[config.mk]
export PLATFORM = sky130hd
export DESIGN_NAME = srfc_frame_core_flat
export DESIGN_NICKNAME = d
export VERILOG_FILES = /design/src/hdl/srfc_pkg.sv /design/src/hdl/srfc_if.sv /design/src/hdl/srfc_frame_core.sv /design/src/flat_wrapper.sv
export SDC_FILE = /design/constraint.sdc
export NUM_CORES = 1
export LEC_CHECK = 0
export ABC_CLOCK_PERIOD_IN_PS = 3700
export BUFFER_PORTS_ARGS = -buffer_cell sky130_fd_sc_hd__buf_2
export CAP_MARGIN = 20
export CORE_MARGIN = 3
export CORE_UTILIZATION = 35
export DETAILED_ROUTE_END_ITERATION = 10
export PLACE_DENSITY = 0.6
export REMOVE_ABC_BUFFERS = 1
export SLEW_MARGIN = 15
export SYNTH_ARGS = -nofsm -noshare
export SYNTH_HDL_FRONTEND = slang
export SYNTH_SLANG_ARGS = --single-unit
[constraint.sdc]
create_clock -name clk -period 3.7 [get_ports clk]
set_input_delay 0.925 -clock clk [delete_from_list [all_inputs] [get_ports clk]]
set_output_delay 0.925 -clock clk [all_outputs]
set_load 0.01 [all_outputs]
[src/hdl/srfc_pkg.sv]
package srfc_pkg;

  localparam logic [15:0] CRC_INIT = 16'hFFFF;
  localparam logic [15:0] CRC_POLY = 16'hA001;

  // Byte positions within the reply frame
  localparam logic [2:0] POS_FIRST   = 3'd0;
  localparam logic [2:0] POS_HUM_HI  = 3'd2;
  localparam logic [2:0] POS_HUM_LO  = 3'd3;
  localparam logic [2:0] POS_TEMP_HI = 3'd4;
  localparam logic [2:0] POS_TEMP_LO = 3'd5;
  localparam logic [2:0] POS_CRC_LO  = 3'd6;
  localparam logic [2:0] POS_CRC_HI  = 3'd7;

  typedef struct packed {
    logic       valid;
    logic [7:0] data_byte;
    logic       frame_start;
  } srfc_byte_t;

  // Reflected CRC-16 update over one byte, LSB first
  function automatic logic [15:0] crc_byte(input logic [15:0] crc, input logic [7:0] b);
    logic [15:0] c;
    c = crc ^ {8'h00, b};
    for (int k = 0; k < 8; k++) begin
      if (c[0]) begin
        c = (c >> 1) ^ CRC_POLY;
      end else begin
        c = c >> 1;
      end
    end
    return c;
  endfunction

endpackage

[src/hdl/srfc_if.sv]


interface srfc_out_if;
  logic        valid;
  logic        ready;
  logic [15:0] humidity_tenths;
  logic [15:0] temperature_tenths;
  logic        crc_ok;

  modport source (output valid, output humidity_tenths, output temperature_tenths,
                  output crc_ok, input ready);
  modport sink   (input valid, input humidity_tenths, input temperature_tenths,
                  input crc_ok, output ready);
endinterface

[src/hdl/srfc_frame_core.sv]
module srfc_frame_core
  import srfc_pkg::*;
(
  input  logic       clk,
  input  logic       rst_n,
  input  srfc_byte_t s1,
  output logic       advance,
  srfc_out_if.source out_ch
);

  logic [2:0]  pos_r, pos_nxt;
  logic [15:0] crc_r, crc_nxt;
  logic [15:0] hum_r, hum_nxt;
  logic [15:0] temp_r, temp_nxt;
  logic [7:0]  crc_lo_r, crc_lo_nxt;

  logic        out_valid_r, out_valid_nxt;
  logic [15:0] out_hum_r, out_hum_nxt;
  logic [15:0] out_temp_r, out_temp_nxt;
  logic        out_ok_r, out_ok_nxt;

  logic [2:0]  pos;
  logic [15:0] crc_base;
  logic [15:0] crc_upd;
  logic        ok;
  logic        fire;

  assign advance  = !out_valid_r || out_ch.ready;
  assign fire     = advance && s1.valid;
  assign pos      = s1.frame_start ? POS_FIRST : pos_r;
  assign crc_base = (pos == POS_FIRST) ? CRC_INIT : crc_r;
  assign crc_upd  = crc_byte(crc_base, s1.data_byte);
  assign ok       = ({s1.data_byte, crc_lo_r} == crc_r);

  always_comb begin
    pos_nxt       = pos_r;
    crc_nxt       = crc_r;
    hum_nxt       = hum_r;
    temp_nxt      = temp_r;
    crc_lo_nxt    = crc_lo_r;
    out_valid_nxt = out_valid_r && !out_ch.ready;
    out_hum_nxt   = out_hum_r;
    out_temp_nxt  = out_temp_r;
    out_ok_nxt    = out_ok_r;
    if (fire) begin
      pos_nxt = pos + 3'd1;
      if (pos <= POS_TEMP_LO) begin
        crc_nxt = crc_upd;
      end
      unique case (pos)
        POS_HUM_HI:  hum_nxt    = {s1.data_byte, hum_r[7:0]};
        POS_HUM_LO:  hum_nxt    = {hum_r[15:8], s1.data_byte};
        POS_TEMP_HI: temp_nxt   = {s1.data_byte, temp_r[7:0]};
        POS_TEMP_LO: temp_nxt   = {temp_r[15:8], s1.data_byte};
        POS_CRC_LO:  crc_lo_nxt = s1.data_byte;
        POS_CRC_HI: begin
          out_valid_nxt = 1'b1;
          out_ok_nxt    = ok;
          out_hum_nxt   = ok ? hum_r : 16'h0000;
          out_temp_nxt  = ok ? temp_r : 16'h0000;
        end
        default: ;
      endcase
    end
  end

  always_ff @(posedge clk) begin
    if (!rst_n) begin
      pos_r       <= POS_FIRST;
      crc_r       <= CRC_INIT;
      hum_r       <= 16'h0000;
      temp_r      <= 16'h0000;
      crc_lo_r    <= 8'h00;
      out_valid_r <= 1'b0;
    end else begin
      pos_r       <= pos_nxt;
      crc_r       <= crc_nxt;
      hum_r       <= hum_nxt;
      temp_r      <= temp_nxt;
      crc_lo_r    <= crc_lo_nxt;
      out_valid_r <= out_valid_nxt;
    end
    out_hum_r  <= out_hum_nxt;
    out_temp_r <= out_temp_nxt;
    out_ok_r   <= out_ok_nxt;
  end

  assign out_ch.valid              = out_valid_r;
  assign out_ch.humidity_tenths    = out_hum_r;
  assign out_ch.temperature_tenths = out_temp_r;
  assign out_ch.crc_ok             = out_ok_r;

endmodule

[src/flat_wrapper.sv]
// flat-port wrapper written by rule: the top's interface ports become plain ports
module srfc_frame_core_flat import srfc_pkg::*;
  (clk, rst_n, s1, advance, out_ch_valid, out_ch_humidity_tenths, out_ch_temperature_tenths, out_ch_crc_ok, out_ch_ready);
  srfc_out_if out_ch_i ();
  input  logic clk;
  input  logic rst_n;
  input  srfc_byte_t s1;
  output logic advance;
  output wire logic [$bits(out_ch_i.valid)-1:0] out_ch_valid;
  output wire logic [$bits(out_ch_i.humidity_tenths)-1:0] out_ch_humidity_tenths;
  output wire logic [$bits(out_ch_i.temperature_tenths)-1:0] out_ch_temperature_tenths;
  output wire logic [$bits(out_ch_i.crc_ok)-1:0] out_ch_crc_ok;
  input wire logic [$bits(out_ch_i.ready)-1:0] out_ch_ready;
  assign out_ch_valid = out_ch_i.valid;
  assign out_ch_humidity_tenths = out_ch_i.humidity_tenths;
  assign out_ch_temperature_tenths = out_ch_i.temperature_tenths;
  assign out_ch_crc_ok = out_ch_i.crc_ok;
  assign out_ch_i.ready = out_ch_ready;
  srfc_frame_core u_core (.clk(clk), .rst_n(rst_n), .s1(s1), .advance(advance), .out_ch(out_ch_i));
endmodule
==> flow_results.org <==
** STA
- Setup total negative slack on the finished layout was measured at 0 ps.
- Across all setup checks in the final design, the least slack found is roughly 730 ps.
- Minimum clock period after layout :: 2971 ps
- Setup repair after global routing missed its margin :: false
- FMAX :: roughly 340 MHz
- Final-report setup violation count :: 0
- Worst hold slack :: slightly below 500 ps
- The count of pins over their slew limit came to 0.
- Worst-margin pin slew :: approximately 910 ps
- Clock skew on the completed layout was measured at slightly below 7 ps.
- Portion of the clock cycle consumed by the worst path in the final layout :: 0.8030
- Final-report hold violation count :: 0
- The worst pin sits at a relative slew slack of 0.3916.

** GRT
- The number of antenna violations at the first check in global routing is 0.
- Overflow left after global routing :: 0
- Number of global-route vias before repair :: about 2600
- Entering global routing, the biggest net connects about 60 pins.
- All-layer global routing usage :: 0.1257
- Global-route wire length before repair :: about 13000 µm

** CTS
- The clock drives 93 sinks.
- TritonCTS built the clock tree.
- Clock-pin slew was measured on the worst setup and hold paths at ~60 ps.
- The number of clock buffers added by TritonCTS is 9.
- Clock buffer depth :: 2
- At the later pin of the worst-skew pair, clock insertion delay measures roughly 330 ps.
- Maximum level of the CTS H-tree :: 3
- CTS Hold Bufs :: 0
- PostCTS Resize Cnt :: 0
- Total setup buffers inserted after CTS :: 0
- The tree is rooted in a clkbuf_16.

** Placed design
- Number of buffer cells added on primary ports :: 47
- Before CTS, the worst setup slack after placement is roughly 400 ps.
- At the end of routability-driven placement, the weighted congestion stood at approximately 0.83.
- The wire-length estimate of the detail-placed layout is approximately 5200 µm.

** Logic synthesis
- #FFs+latches synth :: 93
- The share of the Yosys chip area taken by registers is 0.5290.
- After technology mapping, the gate count stands at ~380.
- After synthesis the cells add up to between 4000 and 5000 µm².
- The synthesized netlist contains 32 unique library cells.
- Dividing the synthesized area by the synthesized cell count gives between 10 and 15 µm².
- For this run, the number of Yosys warnings is 0.

** Worst setup path
- Setup Crit Path Kind :: input port to flop
- At the worst endpoint, the arrival time is roughly 3100 ps.
- The worst setup path is captured at a flop.
- At the worst endpoint, the required time is 3870 ps.
- Type of origin of the critical path :: input port
- Along the worst path, the maximum fanout reaches 10.

** Cells and area
- Post-layout nets :: approximately 430
- The area growth from synthesis to layout is 16.00%.
- Antenna fix cells :: 0
- Fraction of layout cells with a size suffix above 1 :: 0.1738

** Drt
- For this block, the initial DRC count from the detailed router was ~260.
- The routed design has ~7800 µm of wire.
- Vias :: 2625
- Using the TritonRoute via totals, the vias-per-cell ratio works out to roughly 4.7.
- The count of nets left with antenna violations once routing finished came out at 0.
- After detailed routing, the number of remaining DRC violations is 0.
- Router iterations before antenna repair :: 4
- In the final routed layout, each cell accounts on average for between 10 and 15 µm.

** Outcome
- The run finished with clean final reports.

** Flow run
- Number of max-cap violations :: 0

** Floorplanning
- The region available for standard cell placement spans 11520 µm².
- Count of pins on the block boundary :: 48
- Cell Rows :: 39
- The floorplan step defined a die boundary enclosing 13180 µm².
- Measured along the y axis, the die boundary spans around 110 µm.
- For this configuration, the core starts out at a cell density of 0.3598.
- Chip width :: 114.8 µm

** Pwr
- In this run the static leakage power is 1.776 nW.
- In this run the power density over the cells is 457.5 nW/µm².
- Max rail drop VDD :: about 280 µV

** Worst hold path
- Classification of the worst-slack hold path :: flop to flop
where the power goes:
| group | leakage, nW | internal [mW] | total, mW | switching [mW] |
|---|---|---|---|---|
| sequential | 0.714 | 1.07 | 1.09 | 0.0185 |
| combinational | 0.913 | 0.0794 | 0.159 | 0.0795 |
| clock | 0.148 | 0.592 | 0.955 | 0.363 |
| total | 1.78 | 1.74 | 2.20 | 0.461 |
final timing paths:
path / from / endpoint / slack, ps / depth (start not counted)
worst max register to register: u_core.pos_r[0]$_SDFFE_PN0P_ / u_core.crc_r[15]$_SDFFE_PN1P_ / 1050 / 9
worst min register to register: u_core.crc_lo_r[3]$_SDFFE_PN0P_ / u_core.crc_lo_r[3]$_SDFFE_PN0P_ / 490 / 2
worst max-delay path: s1[0] / u_core.crc_r[15]$_SDFFE_PN1P_ / 730 / 10
worst min-delay path: u_core.crc_lo_r[3]$_SDFFE_PN0P_ / u_core.crc_lo_r[3]$_SDFFE_PN0P_ / 490 / 2
worst max-delay path, stage by stage:
cell	delay, ps
buf_2	110
nor2b_1	250
inv_1	110
ha_1	360
a21oi_1	220
xnor2_1	130
xnor2_1	290
xnor3_1	480
xnor2_1	170
o211ai_1	90
Yosys cell counts:
| cell | instances | area (µm²) |
|---|---|---|
| nand2b_4 | 1 | 13.76 |
| o21ai_0 | 7 | 35.03 |
| a21boi_0 | 11 | 82.58 |
| nor4_1 | 1 | 6.260 |
| nor3_1 | 6 | 30.03 |
| a21oi_1 | 5 | 25.02 |
| xnor2_1 | 34 | 297.8 |
| a21oi_4 | 1 | 16.27 |
| buf_4 | 1 | 7.510 |
| nand3_1 | 9 | 45.04 |
| xnor2_2 | 2 | 32.53 |
| nand3b_1 | 2 | 15.01 |
| nand2_1 | 26 | 97.59 |
| nand4_1 | 4 | 25.02 |
| nor3_2 | 1 | 10.01 |
| xor2_1 | 4 | 35.03 |
| clkbuf_1 | 24 | 90.09 |
| inv_1 | 4 | 15.01 |
| o211a_1 | 1 | 10.01 |
| buf_6 | 1 | 11.26 |
| dfxtp_1 | 60 | 1201 |
| and2_1 | 34 | 212.7 |
| nor2b_1 | 33 | 206.5 |
| nand2b_1 | 3 | 18.77 |
| nor2_1 | 17 | 63.81 |
| mux2i_1 | 32 | 320.3 |
| a21oi_2 | 1 | 8.760 |
| ha_1 | 6 | 75.07 |
| o211ai_1 | 9 | 67.56 |
| xnor3_1 | 3 | 67.56 |
| buf_2 | 2 | 10.01 |
| edfxtp_1 | 33 | 991.0 |
metrics by stage:
step | util | cells | power [mW] | area, µm²
finish | 0.4174 | 563 | 2.199 | 4807
global placement | 0.3906 | 547 | 1.266 | 4498
detailed placement | 0.3906 | 547 | 1.268 | 4498
global route | 0.4174 | 563 | 2.289 | 4807
floorplan | - | 350 | 1.217 | 4025
CTS | 0.4174 | 563 | 2.232 | 4807
cell families (layout without fill, tap and decap cells):
family          Yosys count  after routing  synth area share
flops                    93             93            0.5290
compound gates           35             35           0.05918
fa+ha+maj                 6              6           0.01812
simple gates            137            137            0.1796
buf+inv                  32             74           0.03231
mux                      32             32           0.07730
xor+xnor                 43             43            0.1045
final cells by class:
class,instances,area (µm²)
Inverter,4,15.01
Clock inverter,4,72.57
Timing Repair Buffer,54,287.8
Clock buffer,12,236.5
Sequential cell,93,2192
Multi-Input combinational cell,253,1824
Fill cell,1107,6709
Tap cell,143,178.9
metal layers:
metal	global-route usage	routed length, µm	vias to the layer above	part of all wire
li1	-	-	1338	-
met1	0.1612	3762	1233	0.48
met2	0.2107	3652	45	0.47
met3	0.02632	285	9	0.037
met4	0.04460	106	0	0.014
met5	0	0	-	0
cell usage in the layout, fill, tap and decap left out:
cell and n:
clkinv_1 1, o21ai_0 7, o211a_1 1, o211ai_1 9, nor2b_1 33, buf_2 47, nand2_1 26, nand2b_4 1
buf_4 7, inv_1 4, nand2b_1 3, a21boi_0 11, nor2_1 17, nor3_1 6, mux2i_1 32, ha_1 6
a21oi_2 1, dfxtp_1 60, a21oi_4 1, nand3_1 9, a21oi_1 5, xnor2_1 34, xor2_1 4, clkinv_4 1
and2_1 34, edfxtp_1 33, nand4_1 4, xnor3_1 3, xnor2_2 2, bufinv_16 2, clkbuf_1 3, nand3b_1 2
clkbuf_16 9, nor4_2 1, nor3_2 1
flip-flops by register name, indices dropped and copies added (netlist names), 3 cells and up:
| name | flops |
|---|---|
| u_core.hum_r | 16 |
| u_core.crc_lo_r | 8 |
| u_core.out_ch.temperature_tenths | 16 |
| u_core.crc_r | 16 |
| u_core.pos_r | 3 |
| u_core.temp_r | 16 |
| u_core.out_ch.humidity_tenths | 16 |
Note: power is estimated with default switching activity, not from simulation.
